File: src/pcsd_pkg.sv
// Shared types, codes, the AES S-box and AES helpers for the pattern CTR stream decryptor.
`default_nettype none
package pcsd_pkg;

    // Command codes of an input word.
    localparam logic CMD_READ = 1'b0;
    localparam logic CMD_SEEK = 1'b1;

    // Status codes of a result word.
    localparam logic [1:0] ST_BYTE = 2'd0;
    localparam logic [1:0] ST_END  = 2'd1;
    localparam logic [1:0] ST_SEEK = 2'd2;

    // Register indexes on the configuration port.
    localparam logic [2:0] REG_KEY0   = 3'd0;
    localparam logic [2:0] REG_KEY1   = 3'd1;
    localparam logic [2:0] REG_KEY2   = 3'd2;
    localparam logic [2:0] REG_KEY3   = 3'd3;
    localparam logic [2:0] REG_IV_HI  = 3'd4;
    localparam logic [2:0] REG_IV_LO  = 3'd5;
    localparam logic [2:0] REG_BASE   = 3'd6;
    localparam logic [2:0] REG_LENGTH = 3'd7;

    localparam int POS_W  = 40;
    localparam int BASE_W = 33;
    localparam int AES_ROUNDS = 14;

    // Sequencer states.
    typedef enum logic [2:0] {
        S_IDLE,
        S_DIV,
        S_OFF,
        S_CHK,
        S_AES,
        S_OUT
    } t_state;

    localparam logic [7:0] SBOX [0:255] = '{
        8'h63,8'h7c,8'h77,8'h7b,8'hf2,8'h6b,8'h6f,8'hc5,8'h30,8'h01,8'h67,8'h2b,8'hfe,8'hd7,8'hab,8'h76,
        8'hca,8'h82,8'hc9,8'h7d,8'hfa,8'h59,8'h47,8'hf0,8'had,8'hd4,8'ha2,8'haf,8'h9c,8'ha4,8'h72,8'hc0,
        8'hb7,8'hfd,8'h93,8'h26,8'h36,8'h3f,8'hf7,8'hcc,8'h34,8'ha5,8'he5,8'hf1,8'h71,8'hd8,8'h31,8'h15,
        8'h04,8'hc7,8'h23,8'hc3,8'h18,8'h96,8'h05,8'h9a,8'h07,8'h12,8'h80,8'he2,8'heb,8'h27,8'hb2,8'h75,
        8'h09,8'h83,8'h2c,8'h1a,8'h1b,8'h6e,8'h5a,8'ha0,8'h52,8'h3b,8'hd6,8'hb3,8'h29,8'he3,8'h2f,8'h84,
        8'h53,8'hd1,8'h00,8'hed,8'h20,8'hfc,8'hb1,8'h5b,8'h6a,8'hcb,8'hbe,8'h39,8'h4a,8'h4c,8'h58,8'hcf,
        8'hd0,8'hef,8'haa,8'hfb,8'h43,8'h4d,8'h33,8'h85,8'h45,8'hf9,8'h02,8'h7f,8'h50,8'h3c,8'h9f,8'ha8,
        8'h51,8'ha3,8'h40,8'h8f,8'h92,8'h9d,8'h38,8'hf5,8'hbc,8'hb6,8'hda,8'h21,8'h10,8'hff,8'hf3,8'hd2,
        8'hcd,8'h0c,8'h13,8'hec,8'h5f,8'h97,8'h44,8'h17,8'hc4,8'ha7,8'h7e,8'h3d,8'h64,8'h5d,8'h19,8'h73,
        8'h60,8'h81,8'h4f,8'hdc,8'h22,8'h2a,8'h90,8'h88,8'h46,8'hee,8'hb8,8'h14,8'hde,8'h5e,8'h0b,8'hdb,
        8'he0,8'h32,8'h3a,8'h0a,8'h49,8'h06,8'h24,8'h5c,8'hc2,8'hd3,8'hac,8'h62,8'h91,8'h95,8'he4,8'h79,
        8'he7,8'hc8,8'h37,8'h6d,8'h8d,8'hd5,8'h4e,8'ha9,8'h6c,8'h56,8'hf4,8'hea,8'h65,8'h7a,8'hae,8'h08,
        8'hba,8'h78,8'h25,8'h2e,8'h1c,8'ha6,8'hb4,8'hc6,8'he8,8'hdd,8'h74,8'h1f,8'h4b,8'hbd,8'h8b,8'h8a,
        8'h70,8'h3e,8'hb5,8'h66,8'h48,8'h03,8'hf6,8'h0e,8'h61,8'h35,8'h57,8'hb9,8'h86,8'hc1,8'h1d,8'h9e,
        8'he1,8'hf8,8'h98,8'h11,8'h69,8'hd9,8'h8e,8'h94,8'h9b,8'h1e,8'h87,8'he9,8'hce,8'h55,8'h28,8'hdf,
        8'h8c,8'ha1,8'h89,8'h0d,8'hbf,8'he6,8'h42,8'h68,8'h41,8'h99,8'h2d,8'h0f,8'hb0,8'h54,8'hbb,8'h16
    };

    // Byte-wise S-box on a 32-bit word.
    function automatic logic [31:0] sub_word(input logic [31:0] w);
        sub_word = {SBOX[w[31:24]], SBOX[w[23:16]], SBOX[w[15:8]], SBOX[w[7:0]]};
    endfunction

    function automatic logic [7:0] xtime(input logic [7:0] b);
        xtime = {b[6:0], 1'b0} ^ (b[7] ? 8'h1b : 8'h00);
    endfunction

endpackage
`default_nettype wire

File: src/pcsd_aes.sv
// Iterative AES-256 encryptor, one round per cycle with on-the-fly key schedule.
`default_nettype none
module pcsd_aes (
    input  wire logic         i_clk,
    input  wire logic         i_rst_n,
    input  wire logic         i_start,
    input  wire logic [255:0] i_key,
    input  wire logic [127:0] i_block,
    output logic              o_done,
    output logic [127:0]      o_result
);
    logic [127:0] r_state;
    logic [255:0] r_kwin;
    logic [3:0]   r_round;
    logic         r_busy;
    logic         r_done;

    logic [7:0]   sb [16];
    logic [7:0]   sr [16];
    logic [7:0]   mc [16];
    logic [127:0] rnd;
    logic [31:0]  t_word;
    logic [31:0]  nk0, nk1, nk2, nk3;
    logic         last;

    assign last = r_round == 4'(pcsd_pkg::AES_ROUNDS);

    // SubBytes, ShiftRows and MixColumns of the current round.
    always_comb begin
        for (int i = 0; i < 16; i++) begin
            sb[i] = pcsd_pkg::SBOX[r_state[127-8*i -: 8]];
        end
        for (int c = 0; c < 4; c++) begin
            for (int i = 0; i < 4; i++) begin
                sr[i + 4*c] = sb[i + 4*((c + i) % 4)];
            end
        end
        for (int c = 0; c < 4; c++) begin
            mc[4*c]   = sr[4*c]   ^ (sr[4*c]^sr[4*c+1]^sr[4*c+2]^sr[4*c+3])
                        ^ pcsd_pkg::xtime(sr[4*c]   ^ sr[4*c+1]);
            mc[4*c+1] = sr[4*c+1] ^ (sr[4*c]^sr[4*c+1]^sr[4*c+2]^sr[4*c+3])
                        ^ pcsd_pkg::xtime(sr[4*c+1] ^ sr[4*c+2]);
            mc[4*c+2] = sr[4*c+2] ^ (sr[4*c]^sr[4*c+1]^sr[4*c+2]^sr[4*c+3])
                        ^ pcsd_pkg::xtime(sr[4*c+2] ^ sr[4*c+3]);
            mc[4*c+3] = sr[4*c+3] ^ (sr[4*c]^sr[4*c+1]^sr[4*c+2]^sr[4*c+3])
                        ^ pcsd_pkg::xtime(sr[4*c+3] ^ sr[4*c]);
        end
        for (int i = 0; i < 16; i++) begin
            rnd[127-8*i -: 8] = (last ? sr[i] : mc[i]) ^ r_kwin[127-8*i -: 8];
        end
    end

    // Next four key words; odd rounds produce a word index that is a multiple of eight.
    always_comb begin
        if (r_round[0]) begin
            t_word = pcsd_pkg::sub_word({r_kwin[23:0], r_kwin[31:24]})
                     ^ {8'h01 << r_round[3:1], 24'h0};
        end else begin
            t_word = pcsd_pkg::sub_word(r_kwin[31:0]);
        end
        nk0 = r_kwin[255:224] ^ t_word;
        nk1 = r_kwin[223:192] ^ nk0;
        nk2 = r_kwin[191:160] ^ nk1;
        nk3 = r_kwin[159:128] ^ nk2;
    end

    always_ff @(posedge i_clk) begin
        if (!i_rst_n) begin
            r_busy <= 1'b0;
            r_done <= 1'b0;
        end else begin
            r_done <= !i_start && r_busy && last;
            if (i_start) begin
                r_busy <= 1'b1;
            end else if (r_busy && last) begin
                r_busy <= 1'b0;
            end
        end
    end

    // Round datapath: the low half of the key window is always this round's key.
    always_ff @(posedge i_clk) begin
        if (i_start) begin
            r_state <= i_block ^ i_key[255:128];
            r_kwin  <= i_key;
            r_round <= 4'd1;
        end else if (r_busy) begin
            r_state <= rnd;
            r_kwin  <= {r_kwin[127:0], nk0, nk1, nk2, nk3};
            r_round <= r_round + 1'b1;
        end
    end

    assign o_done   = r_done;
    assign o_result = r_state;
endmodule
`default_nettype wire

File: config.mk
export PLATFORM = sky130hd
export DESIGN_NAME = pcsd_aes
export DESIGN_NICKNAME = d
export VERILOG_FILES = /design/src/pcsd_pkg.sv /design/src/pcsd_aes.sv
export SDC_FILE = /design/constraint.sdc
export NUM_CORES = 2
export LEC_CHECK = 0
export BUFFER_PORTS_ARGS = -buffer_cell sky130_fd_sc_hd__buf_2
export CORE_AREA = 10 10 661 501
export CTS_CLUSTER_SIZE = 10
export DETAILED_ROUTE_END_ITERATION = 6
export DIE_AREA = 0 0 671 511
export PLACE_DENSITY = 0.42
export SKIP_CTS_REPAIR_TIMING = 1
export SKIP_LAST_GASP = 1
export SLEW_MARGIN = 0
export SYNTH_ARGS = -nofsm -noshare
export SYNTH_HDL_FRONTEND = slang
export SYNTH_SLANG_ARGS = --single-unit
File: constraint.sdc
create_clock -name i_clk -period 8.5 [get_ports i_clk]
set_input_delay 0.425 -clock i_clk [delete_from_list [all_inputs] [get_ports i_clk]]
set_output_delay 0.425 -clock i_clk [all_outputs]
set_load 0.02 [all_outputs]
==> impl_metrics.py <==
metrics = {
    "status": {
        "status": "finished, violations left",
        "violations": "DRC, hold timing, capacitance limit",
    },
    "critical_path": {
        "rrSetupSlack_ns": 1.53,
        "cp_top_family": "compound AO/OA/AOI/OAI gates",
        "critPathCapture": "r_kwin[24]",
        "end_kind": "flop",
        "crit_start": "r_kwin[24]",
        "required_ns": 9.00,
        "crit_chain": "buf_4 -> clkinv_1 -> ha_1 -> and2_0 -> o21ai_0 -> o21ai_0 -> o21a_1 -> mux4_2 -> mux2i_1 -> o2111ai_1 -> xnor2_1 -> xnor2_1 -> mux2_2",
        "reg2reg_from": "r_kwin[24]",
        "critPathKind": "reg -> reg",
        "worstPathArrival_ns": 7.47,
        "worst-path-buf-inv": 2,
        "worstRegToRegCells": 13,
        "worst_path_largest_cell_delay_ns": 0.88,
        "slowest_stage": "ha_1",
        "cp.depth": 13,
        "critPathLaunchType": "flop",
        "r2r-end": "r_kwin[24]",
        "cp_max_fo": 25,
    },
    "timing": {
        "slew-limit-headroom": 0.0134,
        "period_needed_ns": 6.97,
        "whs_ns": -0.00201,
        "setup_viol": 0,
        "max_freq_mhz": 143,
        "hold_viol": 1,
        "rsz0062_at_grt": "no",
        "finClkSkew_ns": 0.0862,
        "tns_ns": 0,
        "finalCritPeriodShare": 0.820,
        "finalWorstSetupSlack_ns": 1.53,
        "report.final.slew_viol_count": 0,
        "tightest_slew_ns": 1.48,
    },
    "detailed_routing": {
        "wirelength_um": 595000,
        "ant_nets": 0,
        "vias": 112000,
        "dr.pass1.iters": 7,
        "routed_via_density": 6.75,
        "drc": 38,
        "drtIter0Drc": 21100,
        "wire_per_inst_um": 35.7,
    },
    "die": {
        "die_y_um": 511,
        "fp.coreArea_um2": 318000,
        "die_w_um": 671,
        "start_util": 0.298,
        "die_area_um2": 343000,
        "io_pins": 516,
        "rows": 180,
    },
    "clock_network": {
        "path_clk_slew_ns": 0.06,
        "cts_made_buffers": 59,
        "cts_buffer_depth": 3,
        "htree_levels": 2,
        "worstSkewPairLatency_ns": 0.77,
        "cts_tree": "yes",
        "clock-sinks": 390,
        "cts_root_buffer": "clkbuf_16",
    },
    "yosys": {
        "syn_avg_cell_area_um2": 7.40,
        "synthDominantCellAreaShare": 0.121,
        "synthFlopType": "edfxtp_1",
        "synth_cell_types": 125,
        "synthesis.nets": 13500,
        "yosys-top-cells-area": "edfxtp_1 (12%), mux4_2 (6.7%), o21ai_0 (5.7%)",
        "yosysWarnings": 0,
        "yosysSeqAreaShare": 0.123,
        "async_flop_share": 0,
        "synth.ff_latch_count": 390,
        "synth_cells": 12900,
        "synth-edff-count": 384,
        "synth_largest_area_cell": "edfxtp_1",
        "syn_area_um2": 95000,
    },
    "cells_and_area": {
        "final_nets": 13000,
        "drive_gt1_frac": 0.140,
        "fillers": 34700,
        "areaGrowthSynthToFinish_pct": 6.76,
        "design_area_um2": 101000,
        "post-route-util": 0.319,
    },
    "global_route": {
        "antenna_found_initial": 47,
        "grt.total_usage": 0.322,
        "grt_overflow": 0,
        "grt_max_degree": 150,
        "grt_pass1_wl_um": 825000,
        "grt_pass1_vias": 102000,
    },
    "place": {
        "dp_hpwl_um": 439000,
        "io_buffers": 515,
        "pre_cts_ws_ns": 1.76,
        "place_area_um2": 99300,
        "gp_congestion": 1.04,
    },
    "min_path": {
        "hold_path.class": "in -> reg",
        "min-delay-start": "i_key[26]",
    },
    "flow_run": {
        "max_cap_violations": 1,
    },
}
[flip-flops by register name, summed over array words and instances, names as in the netlist]
register	count
o_done	1
o_result	128
r_busy	1
r_kwin	256
r_round	4
[synthesized netlist by cell type (all sizes together), types with 213 or more instances]
library cell and instances:
o21ai 1132, nand2 1096, a21oi 963, nor2 860, clkbuf 768, buf 726, xnor2 469, nor3 439
nand2b 435, nand3 389, edfxtp 384, nor2b 367, xor2 310, ha 298, a31oi 289, mux4 283
a211oi 244, a311oi 215, o211ai 213
[cell type report]
cell class                      count  area (µm²)  area share
Sequential cell                   390       11700       0.115
Clock buffer                       70        1540      0.0152
Clock inverter                     36         382     0.00376
Tap cell                         4277        5350      0.0527
Inverter                          221         835     0.00823
Timing Repair Buffer              903        5880      0.0580
Multi-Input combinational cell  10700       75800       0.747
Antenna cell                       26        65.1    0.000641
[logic make-up (layout without fill, tap and decap cells)]
| family | Yosys count | after routing | share of synthesized area |
|---|---|---|---|
| XOR/XNOR | 861 | 861 | 0.0940 |
| flip-flops | 390 | 390 | 0.123 |
| adder cells (fa/ha/maj) | 298 | 298 | 0.0392 |
| multiplexers | 648 | 648 | 0.109 |
| other | 0 | 26 | 0 |
| buffers and inverters | 1715 | 1230 | 0.0811 |
| AND/OR/NAND/NOR | 4342 | 4342 | 0.228 |
| AO/OA/AOI/OAI | 4597 | 4597 | 0.326 |
[layer usage]
layer / vias up / part of all wire / track usage
met1: 55400 / 0.41 / 0.445
met2: 8380 / 0.41 / 0.467
met5: - / 0.00044 / 0.00458
met4: 16 / 0.063 / 0.162
li1: 47500 / - / -
met3: 1169 / 0.11 / 0.0729
[stage by stage]
step | hold slack (ns) | std cells
2_1_floorplan | 0.551 | 12900
3_3_place_gp | 0.584 | 16500
3_5_place_dp | 0.588 | 16500
4_1_cts | -0.0804 | 16600
5_1_grt | 0.00358 | 16700
6_report | -0.00201 | 16700
[worst reg2reg max path, delay by kind of cell, from the launching register on]
kind | cells | cell delay, ns
compound gates | 4 | 1.70
mux | 3 | 1.22
xor+xnor | 2 | 1.16
buf+inv | 2 | 1.04
fa+ha+maj | 1 | 0.88
simple gates | 1 | 0.40
flops | 1 | 0.33
[worst min-delay path by stage]
| stage | to | slack (ns) | cells past startpoint |
|---|---|---|---|
| 3_5_place_dp | r_kwin[252] | 0.59 | 1 |
| 3_3_place_gp | r_kwin[197] | 0.58 | 1 |
| 2_1_floorplan | r_round[1] | 0.55 | 2 |
| 5_1_grt | r_kwin[26] | 0.004 | 2 |
| 4_1_cts | r_kwin[114] | -0.08 | 3 |
| 6_report | r_kwin[26] | -0.002 | 2 |
[cells in the final DEF, fill, tap and decap left out, drive strengths merged, types with 384 or more instances in the layout]
master  count
nand3     389
buf       882
xnor2     469
nor3      439
edfxtp    384
a21oi     963
nand2    1096
nand2b    435
o21ai    1132
nor2      860
Power is not shown: default switching activity piles up to over one toggle a cycle in this logic, so the estimate is an artifact.
