`config.mk`:
```
export PLATFORM = sky130hd
export DESIGN_NAME = pcsd_div
export DESIGN_NICKNAME = d
export VERILOG_FILES = /design/src/pcsd_pkg.sv /design/src/pcsd_div.sv
export SDC_FILE = /design/constraint.sdc
export NUM_CORES = 1
export LEC_CHECK = 0
export BUFFER_PORTS_ARGS = -buffer_cell sky130_fd_sc_hd__buf_4
export CORE_MARGIN = 5
export CORE_UTILIZATION = 52
export DETAILED_ROUTE_END_ITERATION = 8
export GPL_TIMING_DRIVEN = 1
export PLACE_DENSITY_LB_ADDON = 0.1
export SETUP_SLACK_MARGIN = 0.3
export SYNTH_ARGS = -nofsm -noshare
export SYNTH_HDL_FRONTEND = slang
export SYNTH_SLANG_ARGS = --single-unit
export TNS_END_PERCENT = 50
```
`constraint.sdc`:
```
create_clock -name i_clk -period 11.78 [get_ports i_clk]
set_clock_uncertainty 0.2 [all_clocks]
set_input_delay 1.767 -clock i_clk [delete_from_list [all_inputs] [get_ports i_clk]]
set_output_delay 1.767 -clock i_clk [all_outputs]
set_load 0.1 [all_outputs]
```
`src/pcsd_pkg.sv`:
```
// Shared types, codes, the AES S-box and AES helpers for the pattern CTR stream decryptor.
`default_nettype none
package pcsd_pkg;

    // Command codes of an input word.
    localparam logic CMD_READ = 1'b0;
    localparam logic CMD_SEEK = 1'b1;

    // Status codes of a result word.
    localparam logic [1:0] ST_BYTE = 2'd0;
    localparam logic [1:0] ST_END  = 2'd1;
    localparam logic [1:0] ST_SEEK = 2'd2;

    // Register indexes on the configuration port.
    localparam logic [2:0] REG_KEY0   = 3'd0;
    localparam logic [2:0] REG_KEY1   = 3'd1;
    localparam logic [2:0] REG_KEY2   = 3'd2;
    localparam logic [2:0] REG_KEY3   = 3'd3;
    localparam logic [2:0] REG_IV_HI  = 3'd4;
    localparam logic [2:0] REG_IV_LO  = 3'd5;
    localparam logic [2:0] REG_BASE   = 3'd6;
    localparam logic [2:0] REG_LENGTH = 3'd7;

    localparam int POS_W  = 40;
    localparam int BASE_W = 33;
    localparam int AES_ROUNDS = 14;

    // Sequencer states.
    typedef enum logic [2:0] {
        S_IDLE,
        S_DIV,
        S_OFF,
        S_CHK,
        S_AES,
        S_OUT
    } t_state;

    localparam logic [7:0] SBOX [0:255] = '{
        8'h63,8'h7c,8'h77,8'h7b,8'hf2,8'h6b,8'h6f,8'hc5,8'h30,8'h01,8'h67,8'h2b,8'hfe,8'hd7,8'hab,8'h76,
        8'hca,8'h82,8'hc9,8'h7d,8'hfa,8'h59,8'h47,8'hf0,8'had,8'hd4,8'ha2,8'haf,8'h9c,8'ha4,8'h72,8'hc0,
        8'hb7,8'hfd,8'h93,8'h26,8'h36,8'h3f,8'hf7,8'hcc,8'h34,8'ha5,8'he5,8'hf1,8'h71,8'hd8,8'h31,8'h15,
        8'h04,8'hc7,8'h23,8'hc3,8'h18,8'h96,8'h05,8'h9a,8'h07,8'h12,8'h80,8'he2,8'heb,8'h27,8'hb2,8'h75,
        8'h09,8'h83,8'h2c,8'h1a,8'h1b,8'h6e,8'h5a,8'ha0,8'h52,8'h3b,8'hd6,8'hb3,8'h29,8'he3,8'h2f,8'h84,
        8'h53,8'hd1,8'h00,8'hed,8'h20,8'hfc,8'hb1,8'h5b,8'h6a,8'hcb,8'hbe,8'h39,8'h4a,8'h4c,8'h58,8'hcf,
        8'hd0,8'hef,8'haa,8'hfb,8'h43,8'h4d,8'h33,8'h85,8'h45,8'hf9,8'h02,8'h7f,8'h50,8'h3c,8'h9f,8'ha8,
        8'h51,8'ha3,8'h40,8'h8f,8'h92,8'h9d,8'h38,8'hf5,8'hbc,8'hb6,8'hda,8'h21,8'h10,8'hff,8'hf3,8'hd2,
        8'hcd,8'h0c,8'h13,8'hec,8'h5f,8'h97,8'h44,8'h17,8'hc4,8'ha7,8'h7e,8'h3d,8'h64,8'h5d,8'h19,8'h73,
        8'h60,8'h81,8'h4f,8'hdc,8'h22,8'h2a,8'h90,8'h88,8'h46,8'hee,8'hb8,8'h14,8'hde,8'h5e,8'h0b,8'hdb,
        8'he0,8'h32,8'h3a,8'h0a,8'h49,8'h06,8'h24,8'h5c,8'hc2,8'hd3,8'hac,8'h62,8'h91,8'h95,8'he4,8'h79,
        8'he7,8'hc8,8'h37,8'h6d,8'h8d,8'hd5,8'h4e,8'ha9,8'h6c,8'h56,8'hf4,8'hea,8'h65,8'h7a,8'hae,8'h08,
        8'hba,8'h78,8'h25,8'h2e,8'h1c,8'ha6,8'hb4,8'hc6,8'he8,8'hdd,8'h74,8'h1f,8'h4b,8'hbd,8'h8b,8'h8a,
        8'h70,8'h3e,8'hb5,8'h66,8'h48,8'h03,8'hf6,8'h0e,8'h61,8'h35,8'h57,8'hb9,8'h86,8'hc1,8'h1d,8'h9e,
        8'he1,8'hf8,8'h98,8'h11,8'h69,8'hd9,8'h8e,8'h94,8'h9b,8'h1e,8'h87,8'he9,8'hce,8'h55,8'h28,8'hdf,
        8'h8c,8'ha1,8'h89,8'h0d,8'hbf,8'he6,8'h42,8'h68,8'h41,8'h99,8'h2d,8'h0f,8'hb0,8'h54,8'hbb,8'h16
    };

    // Byte-wise S-box on a 32-bit word.
    function automatic logic [31:0] sub_word(input logic [31:0] w);
        sub_word = {SBOX[w[31:24]], SBOX[w[23:16]], SBOX[w[15:8]], SBOX[w[7:0]]};
    endfunction

    function automatic logic [7:0] xtime(input logic [7:0] b);
        xtime = {b[6:0], 1'b0} ^ (b[7] ? 8'h1b : 8'h00);
    endfunction

endpackage
`default_nettype wire

```
`src/pcsd_div.sv`:
```
// Divides a body position by the constant stride, one 8-bit quotient digit at a time.
`default_nettype none
module pcsd_div #(
    parameter int STRIDE = 160
) (
    input  wire logic                        i_clk,
    input  wire logic                        i_rst_n,
    input  wire logic                        i_start,
    input  wire logic [pcsd_pkg::POS_W-1:0]  i_dividend,
    output logic                             o_done,
    output logic [pcsd_pkg::POS_W-1:0]       o_quot,
    output logic [$clog2(STRIDE)-1:0]        o_rem
);
    localparam int REM_W = $clog2(STRIDE);
    localparam int DIG_W = 8;
    localparam int V_W   = REM_W + DIG_W;
    localparam int NDIG  = pcsd_pkg::POS_W / DIG_W;
    localparam int CNT_W = $clog2(NDIG);
    // Stride reciprocal scaled by 2^V_W; the digit estimate it gives is low by at most one.
    localparam int RECIP = (1 << V_W) / STRIDE;
    localparam int RCP_W = DIG_W + 1;

    logic [pcsd_pkg::POS_W-1:0] r_q;
    logic [REM_W-1:0]           r_r;
    logic [DIG_W-1:0]           r_qd;
    logic [CNT_W-1:0]           r_cnt;
    logic                       r_phase;
    logic                       r_busy;
    logic                       r_done;
    logic [V_W-1:0]             part;
    logic [V_W+RCP_W-1:0]       prod;
    logic [V_W-1:0]             left;
    logic                       fits;
    logic                       fin;

    // Partial remainder with the next dividend digit shifted in.
    assign part = {r_r, r_q[pcsd_pkg::POS_W-1 -: DIG_W]};
    assign prod = (V_W+RCP_W)'(part) * (V_W+RCP_W)'(RECIP);
    // Remainder left by the estimated digit, and whether the digit must be raised by one.
    assign left = part - V_W'(r_qd) * V_W'(STRIDE);
    assign fits = left >= V_W'(STRIDE);
    assign fin  = r_busy && r_phase && (r_cnt == CNT_W'(NDIG - 1));

    always_ff @(posedge i_clk) begin
        if (!i_rst_n) begin
            r_busy  <= 1'b0;
            r_done  <= 1'b0;
            r_phase <= 1'b0;
            r_cnt   <= '0;
        end else begin
            r_done <= !i_start && fin;
            if (i_start) begin
                r_busy  <= 1'b1;
                r_phase <= 1'b0;
                r_cnt   <= '0;
            end else if (r_busy) begin
                r_phase <= !r_phase;
                if (r_phase) begin
                    r_cnt <= r_cnt + 1'b1;
                end
                if (fin) begin
                    r_busy <= 1'b0;
                end
            end
        end
    end

    // The first phase of a digit estimates it, the second corrects it and shifts it in.
    always_ff @(posedge i_clk) begin
        if (i_start) begin
            r_q <= i_dividend;
            r_r <= '0;
        end else if (r_busy) begin
            if (!r_phase) begin
                r_qd <= prod[V_W +: DIG_W];
            end else begin
                r_q <= {r_q[pcsd_pkg::POS_W-DIG_W-1:0], fits ? r_qd + 1'b1 : r_qd};
                r_r <= fits ? REM_W'(left - V_W'(STRIDE)) : REM_W'(left);
            end
        end
    end

    assign o_done = r_done;
    assign o_quot = r_q;
    assign o_rem  = r_r;
endmodule
`default_nettype wire

```
==> results.json, run 1 <==
{
  "ioPinCount": 92,
  "nets": 795,
  "maxSlewHeadroom_pct": 34.4,
  "final_util_pct": 62.1,
  "synth-main-ff-cell": "edfxtp_1",
  "grt_pass1_wl_mm": 21.0,
  "r2r_slack_ps": 6740,
  "io_buffers": 91,
  "whs_ps": 276,
  "cp-start-kind": "flop",
  "rsz0062_at_grt": "false",
  "die_h_um": 115,
  "numClockSinks": 62,
  "grt_pass1_vias": 4258,
  "fillers": 909,
  "hold_violations": 0,
  "core-area_sq_mm": 0.0108,
  "antenna_left": 0,
  "clock_latency_ps": 340,
  "cts_inserted_buffers": 9,
  "first_iter_violations": 167,
  "synth_top_area_share_pct": 25.1,
  "synth_edf_count": 48,
  "grt_overflow": 0,
  "tns_ps": 0,
  "crit_required_ps": 11670,
  "grt_antenna_before_repair": 0,
  "yosys.area.top_type": "edfxtp_1",
  "p_leak_nw": 3.29,
  "synth_nets": 705,
  "ys_ff_latch": 62,
  "cts_resized": 0,
  "tightest_slew_ps": 984,
  "peakVddDrop_mv": 0.0759,
  "seq_area_frac_synth_pct": 30.0,
  "diodes": 0,
  "start_util_pct": 53.0,
  "die_area_sq_mm": 0.0132,
  "cts_buffer_depth": 2,
  "slew_violations": 0,
  "fin_crit_ps": 5040,
  "layout-drive-gt1-share_pct": 24.1,
  "crit_type": "flop to flop",
  "hp-class": "flop to flop",
  "crit_fanout": 5,
  "cap_viol_max_count": 0,
  "setup_viol": 0,
  "grt_max_degree": 62,
  "root_buffer": "clkbuf_8",
  "synth_cells": 535,
  "yosys-top-cells-area": "edfxtp_1 (25%), ha_1 (20%), fa_1 (13%)",
  "postCtsSetupBuffers": 0,
  "num_rows": 38,
  "drcViolationCount": 0,
  "syn_to_final_growth_pct": 17.2,
  "grt_usage_pct": 20.3,
  "postRouteWirelength_mm": 12.9,
  "cts.htree.levels": 3,
  "power.total_w": 0.000880,
  "status": "completed",
  "async_flop_share_pct": 0,
  "synth_common_cells": "ha_1 (91), inv_1 (91), edfxtp_1 (48), fa_1 (36)",
  "wl_per_cell_um": 16.8,
  "syn_area_sq_mm": 0.00574,
  "synth_cell_types": 62,
  "period_share_pct": 42.7,
  "die_w_um": 115,
  "clk_pin_slew_ps": 70,
  "via_per_inst": 5.35,
  "hold_buffers": 0,
  "dpl_worst_slack_ps": 6770,
  "final.setup.worst_slack_ps": 6740,
  "cts_tree": "done",
  "ys_warn_count": 0,
  "routabilityCongestion": 0.866,
  "dpl.hpwl_mm": 10.6,
  "arrival_ps": 4930,
  "synth_area_per_cell_sq_um": 10.7,
  "end_kind": "flop",
  "fmax_mhz": 199,
  "drt-pass1-iter-count": 5,
  "power_density_mw_per_mm2": 131,
  "vias": 4118
}
-- final cells by class --
cell class | count | area, sq um | area share, %
clock buffers | 11 | 141 | 2.10
well taps | 140 | 175 | 2.60
multi-input cells | 369 | 3580 | 53.2
clock inverters | 5 | 81.3 | 1.21
inverters | 91 | 342 | 5.07
flip-flops and latches | 62 | 1720 | 25.6
repair buffers | 92 | 691 | 10.3
-- sequential cells by signal, indices dropped and copies added, names as in the netlist --
| name | count |
|---|---|
| o_quot | 40 |
| o_rem | 8 |
| r_qd | 8 |
| r_cnt | 3 |
| o_done | 1 |
| r_busy | 1 |
| r_phase | 1 |
-- logic make-up (layout without fill, tap and decap cells) --
logic type      count (synthesis)  count (layout)  share of synthesized area (%)
buf+inv                       104             199                           7.73
fa+ha+maj                     127             127                           32.4
flops                          62              62                           30.0
xor+xnor                       29              29                           4.42
compound gates                 85              85                           9.80
simple gates                   93              93                           8.82
mux                            35              35                           6.88
-- where the power goes --
| part | total [W] | internal (W) | switching [W] |
|---|---|---|---|
| clock | 0.000209 | 0.000125 | 0.0000835 |
| combinational | 0.000402 | 0.000148 | 0.000254 |
| sequential | 0.000269 | 0.000255 | 0.0000146 |
| total | 0.000880 | 0.000528 | 0.000352 |
-- critical path, cell delays in order (launching register included) --
cell and delay [ps]:
edfxtp_1 490, ha_1 390, inv_1 80, fa_1 530, inv_1 50, fa_1 520, inv_1 50, fa_1 530
inv_1 40, ha_1 200, a211o_1 290, a21oi_1 130, o21ai_1 110, o211ai_1 300, a21oi_1 170, or3_1 400
a21oi_1 210, xnor2_1 90
-- layer usage --
metal / vias up / global-route usage (%) / wire length [um]
li1: 2042 / - / -
met1: 1959 / 27.9 / 5840
met2: 105 / 32.9 / 6100
met3: 12 / 4.74 / 784
met4: 0 / 4.93 / 183
met5: - / 0 / 0
-- cells in the final DEF, fill, tap and decap left out, types with 4 or more instances in the layout --
cell,n
o21ai_0,4
xor2_1,12
nor3_1,6
nand2b_1,6
nand2_1,32
dfxtp_1,14
mux2_2,32
edfxtp_1,48
a31oi_1,8
nor2_1,12
ha_1,91
a21oi_1,23
a21o_1,7
a211oi_1,7
buf_4,92
clkbuf_8,10
nand3_1,10
o21ai_1,11
inv_1,91
xnor2_1,17
and3_1,5
fa_1,36
-- path summary, 6_finish.rpt --
kind	from	endpoint	cells after the start
min	r_cnt[1]$_SDFFE_PP0P_	r_cnt[1]$_SDFFE_PP0P_	2
min reg2reg	r_cnt[1]$_SDFFE_PP0P_	r_cnt[1]$_SDFFE_PP0P_	2
max	o_quot[39]$_DFFE_PP_	r_qd[6]$_DFFE_PP_	17
max reg2reg	o_quot[39]$_DFFE_PP_	r_qd[6]$_DFFE_PP_	17
-- stage by stage --
step	area (sq um)	cells
2_1_floorplan	5740	535
3_5_place_dp	6510	754
4_1_cts	6730	770
6_report	6730	770
3_3_place_gp	6510	754
5_1_grt	6730	770
Note: power is estimated with default switching activity, not from simulation.
==> run 2, diff against run 1 <==
ABC_AREA = 1   (was default)
clock period = 4.55 ns   (was 11.78 ns; I/O delays follow)
==> results.json, run 2 <==
{
  "nets": 1043,
  "grt_usage_pct": 23.5,
  "num_rows": 39,
  "fillers": 979,
  "ys_ff_latch": 62,
  "synth_common_cells": "nand2_1 (255), inv_1 (137), ha_1 (91), edfxtp_1 (48), fa_1 (36)",
  "final_cell_mix": "nand2_1 (249), inv_1 (128), buf_4 (112)",
  "synth_nets": 937,
  "slew_violations": 0,
  "via_per_inst": 5.28,
  "largest_reg_flops": 40,
  "die_w_um": 119,
  "crit_fanout": 5,
  "end_kind": "flop",
  "synth_cell_types": 39,
  "final_util_pct": 66.4,
  "synth_edf_count": 48,
  "numPlacedInstances": 992,
  "rsz0062_at_grt": "true",
  "vias": 5388,
  "peakVddDrop_mv": 0.273,
  "layout-drive-gt1-share_pct": 19.5,
  "status": "completed",
  "layout.cells.non_filler": 1021,
  "multi_input_area_sq_mm": 0.00401,
  "maxSlewHeadroom_pct": 54.5,
  "cap_viol_max_count": 0,
  "io_buffers": 91,
  "fin_crit_ps": 4150,
  "power.total_w": 0.00292,
  "syn_to_final_growth_pct": 24.0,
  "crit_type": "flop to flop",
  "dpl_cell_area_sq_mm": 0.00717,
  "postRouteWirelength_mm": 16.5,
  "clock_latency_ps": 330,
  "p_leak_nw": 4.11,
  "syn_area_sq_mm": 0.00616,
  "synth_area_per_cell_sq_um": 8.04,
  "hold_violations": 0,
  "power_density_mw_per_mm2": 382,
  "drcViolationCount": 0,
  "grt_max_degree": 45,
  "arrival_ps": 4030,
  "r2r_slack_ps": 400,
  "tns_ps": 0,
  "seq_area_frac_synth_pct": 27.9,
  "yosys.area.top_type": "edfxtp_1",
  "synth-main-ff-cell": "edfxtp_1",
  "grt_antenna_before_repair": 0,
  "crit_required_ps": 4440,
  "cts_buffer_depth": 2,
  "hp-class": "flop to flop",
  "diodes": 0,
  "routabilityCongestion": 0.845,
  "tightest_slew_ps": 680,
  "die_area_sq_mm": 0.0141,
  "grt_overflow": 0,
  "yosys-top-cells-area": "edfxtp_1 (23%), ha_1 (18%), nand2_1 (16%)",
  "postLayoutCellArea_sq_mm": 0.00764,
  "first_iter_violations": 360,
  "root_buffer": "clkbuf_16",
  "async_flop_share_pct": 0,
  "final_common_cell": "nand2_1",
  "core-area_sq_mm": 0.0115,
  "regArea_sq_mm": 0.00173,
  "wl_per_cell_um": 16.2,
  "dpl.hpwl_mm": 13.5,
  "die_h_um": 119,
  "grt_pass1_wl_mm": 26.8,
  "drt-pass1-iter-count": 5,
  "period_share_pct": 91.1,
  "fmax_mhz": 241,
  "clk_pin_slew_ps": 60,
  "synth_cells": 767,
  "ioPinCount": 92,
  "synth_top_area_share_pct": 23.4,
  "setup_viol": 0,
  "synth.most_common_cell": "nand2_1",
  "numClockSinks": 62,
  "grt_pass1_vias": 5417,
  "cts_tree": "done",
  "antenna_left": 0,
  "cp-start-kind": "flop",
  "cts.htree.levels": 3,
  "start_util_pct": 53.5,
  "cts_inserted_buffers": 9,
  "ys_warn_count": 0
}
[run 2: cell count changes after synthesis, moves of 7 or more]
cell / delta
nor2_1: +9
mux2_2: -32
o21ai_1: -11
nand2_1: +223
nand3_1: +20
o21ai_0: +7
xnor2_1: -8
nand2b_1: -7
inv_1: +46
nand4_1: +19
[run 2: cells by family after synthesis]
group | count (synthesis) | synth area share (%)
adder cells (fa/ha/maj) | 127 | 30.2
buffers and inverters | 157 | 10.1
AND/OR/NAND/NOR | 346 | 23.7
AO/OA/AOI/OAI | 54 | 5.07
flip-flops | 62 | 27.9
XOR/XNOR | 21 | 2.98
[run 2: layer usage]
layer	vias up	part of all wire, %	wire length, um	track usage [%]
met5	-	0	0	0
met4	0	1.8	304	7.46
met3	28	6.0	996	4.64
met2	159	47	7740	38.0
met1	2532	45	7500	31.9
li1	2669	-	-	-
[run 2: worst paths after layout]
kind | start | end | depth (start not counted)
max | o_quot[32]$_DFFE_PP_ | r_qd[7]$_DFFE_PP_ | 15
min | r_cnt[2]$_SDFFE_PP0P_ | r_cnt[2]$_SDFFE_PP0P_ | 1
max reg2reg | o_quot[32]$_DFFE_PP_ | r_qd[7]$_DFFE_PP_ | 15
min reg2reg | r_cnt[2]$_SDFFE_PP0P_ | r_cnt[2]$_SDFFE_PP0P_ | 1
[run 2: what timing repair did]
item	4_1_cts	5_1_grt
gates resized for setup	0	3
endpoints found under the hold margin	0	0
endpoints found under the setup margin	0	13
hold buffers	0	0
setup buffers	0	13
[run 2: area by class of cell]
type,count,share of cell area [%]
clock inverters,7,1.78
clock buffers,9,2.95
flip-flops and latches,62,22.6
repair buffers,112,11.0
well taps,143,2.34
inverters,140,6.91
multi-input cells,548,52.4
[run 2: critical path: stages (launching register included)]
cell and delay, ps:
edfxtp_1 450, inv_1 100, ha_1 340, ha_1 290
inv_1 50, fa_1 510, fa_1 540, inv_1 40
ha_1 330, a21o_1 210, a31oi_1 210, nor2_1 90
nor4_2 310, o21ai_1 110, nand2_1 70, nand2_1 50
[run 2: through the flow]
stage / setup WS, ps / hold slack (ps)
after CTS: 390 / 283
after global routing: 228 / 298
final: 404 / 285
after global placement: 445 / 249
after detailed placement: 388 / 277
after floorplan: 97.1 / 237
[run 2: power by group]
part	leakage [nW]	internal, W	switching (W)
sequential	0.592	0.000660	0.0000375
combinational	3.34	0.000494	0.000884
clock	0.175	0.000588	0.000255
==> run 3, diff against run 2 <==
clock period = 4.6 ns   (was 4.55 ns; I/O delays follow)
==> results.json, run 3 (synthesized netlist as in run 2, its figures left out) <==
{
  "r2r_slack_ps": 400,
  "end_kind": "flop",
  "die_area_sq_mm": 0.0141,
  "cp_slowest_stage_delay_ps": 540,
  "p_leak_nw": 4.04,
  "syn_to_final_growth_pct": 21.8,
  "core-area_sq_mm": 0.0115,
  "final_util_pct": 65.2,
  "cpMaxStageDelayCell": "edfxtp_1",
  "via_per_inst": 5.27,
  "cts.htree.levels": 3,
  "tns_ps": 0,
  "root_buffer": "clkbuf_16",
  "clk_pin_slew_ps": 60,
  "vias": 5350,
  "hp-class": "flop to flop",
  "grt_max_degree": 45,
  "ioPinCount": 92,
  "tightest_slew_ps": 726,
  "critical-path-top-delay-family": "adder cells",
  "grt_pass1_vias": 5341,
  "io_buffers": 91,
  "r2r_end": "r_qd[2]$_DFFE_PP_",
  "largest_reg_flops": 40,
  "cts_buffer_depth": 2,
  "drt-pass1-iter-count": 5,
  "status": "completed",
  "drcViolationCount": 0,
  "arrival_ps": 4090,
  "fin_crit_ps": 4200,
  "cap_viol_max_count": 0,
  "clock_latency_ps": 330,
  "cp_cell_sequence": "ha_4 -> inv_2 -> fa_1 -> inv_1 -> fa_1 -> inv_1 -> fa_1 -> inv_2 -> ha_4 -> a21o_1 -> a21oi_1 -> o21ai_1 -> a21oi_1 -> or2_4 -> nand2_1 -> nand2_1 -> nand2_1",
  "num_rows": 39,
  "peakVddDrop_mv": 0.254,
  "postRouteWirelength_mm": 16.2,
  "wl_per_cell_um": 16.0,
  "grt_antenna_before_repair": 0,
  "layout-drive-gt1-share_pct": 18.9,
  "dpl.hpwl_mm": 13.4,
  "die_w_um": 119,
  "first_iter_violations": 330,
  "routabilityCongestion": 0.849,
  "diodes": 0,
  "fmax_mhz": 238,
  "hold_violations": 0,
  "cp_num_buf_inv": 4,
  "final_common_cell": "nand2_1",
  "cts_inserted_buffers": 9,
  "numClockSinks": 62,
  "crit_type": "flop to flop",
  "worstRegToRegCells": 17,
  "antenna_left": 0,
  "holdPathEnd": "r_cnt[2]$_SDFFE_PP0P_",
  "period_share_pct": 91.4,
  "grt_pass1_wl_mm": 26.2,
  "maxSlewHeadroom_pct": 51.4,
  "whs_ps": 275,
  "fillers": 1020,
  "cp-start-kind": "flop",
  "slew_violations": 0,
  "holdCritStartpoint": "r_cnt[2]$_SDFFE_PP0P_",
  "start_util_pct": 53.5,
  "nets": 1037,
  "grt_usage_pct": 23.1,
  "regToRegStartpoint": "o_quot[39]$_DFFE_PP_",
  "setup_viol": 0,
  "whs_path_depth": 1,
  "power_density_mw_per_mm2": 356,
  "die_h_um": 119,
  "crit_fanout": 5,
  "final_cell_mix": "nand2_1 (249), inv_1 (128), buf_4 (106)",
  "rsz0062_at_grt": "true",
  "cts_tree": "done",
  "grt_overflow": 0,
  "crit_required_ps": 4490
}
-- run 3: cell types whose count changed in the layout (fill, tap and decap cells not counted) --
cell | previous run | this run
clkinvlp_4 | 0 | 1
clkinv_2 | 0 | 2
buf_4 | 112 | 106
inv_6 | 0 | 2
bufinv_16 | 4 | 0
a21oi_1 | 23 | 24
clkinv_1 | 3 | 2
a21oi_2 | 2 | 1
-- run 3: timing repair --
| item | in CTS | in global routing |
|---|---|---|
| endpoints found under the setup margin | 0 | 11 |
| resized for setup | 0 | 2 |
| setup buffers | 0 | 7 |
| hold buffers | 0 | 0 |
-- run 3: power by group --
group          internal, W  switching [W]
clock network     0.000365       0.000264
registers         0.000653      0.0000374
logic             0.000485       0.000866
-- run 3: metrics by stage --
step,setup slack [ps],total power [W],cells,area [sq um]
global route,269,0.00285,1015,7510
CTS,408,0.00267,1008,7440
global placement,495,0.00200,992,7170
floorplan,147,0.00173,767,6350
finish,398,0.00267,1015,7510
detailed placement,406,0.00203,992,7170
-- run 3: worst max-delay path by stage --
| stage | from | end | depth (start not counted) |
|---|---|---|---|
| finish | o_quot[39]$_DFFE_PP_ | r_qd[2]$_DFFE_PP_ | 17 |
| global route | o_quot[39]$_DFFE_PP_ | r_qd[2]$_DFFE_PP_ | 17 |
| CTS | o_quot[38]$_DFFE_PP_ | r_qd[7]$_DFFE_PP_ | 15 |
| detailed placement | o_quot[38]$_DFFE_PP_ | r_qd[7]$_DFFE_PP_ | 15 |
| global placement | o_quot[38]$_DFFE_PP_ | r_qd[7]$_DFFE_PP_ | 15 |
| floorplan | o_quot[35]$_DFFE_PP_ | r_qd[2]$_DFFE_PP_ | 17 |
-- run 3: area by class of cell --
type                    instances  area, sq um  area share (%)
well taps                     143          179            2.38
repair buffers                106          796            10.6
clock inverters                 7         47.5           0.633
clock buffers                   9          225            3.00
multi-input cells             548         4000            53.3
inverters                     140          528            7.03
flip-flops and latches         62         1730            23.0
-- run 3: routing by layer --
| metal | routed length [um] | up-vias | GRT usage (%) | part of all wire, % |
|---|---|---|---|---|
| met5 | 0 | - | 0 | 0 |
| met4 | 225 | 0 | 6.23 | 1.4 |
| met3 | 958 | 19 | 5.07 | 5.9 |
| met2 | 7690 | 159 | 37.7 | 47 |
| met1 | 7340 | 2523 | 31.2 | 45 |
| li1 | - | 2649 | - | - |
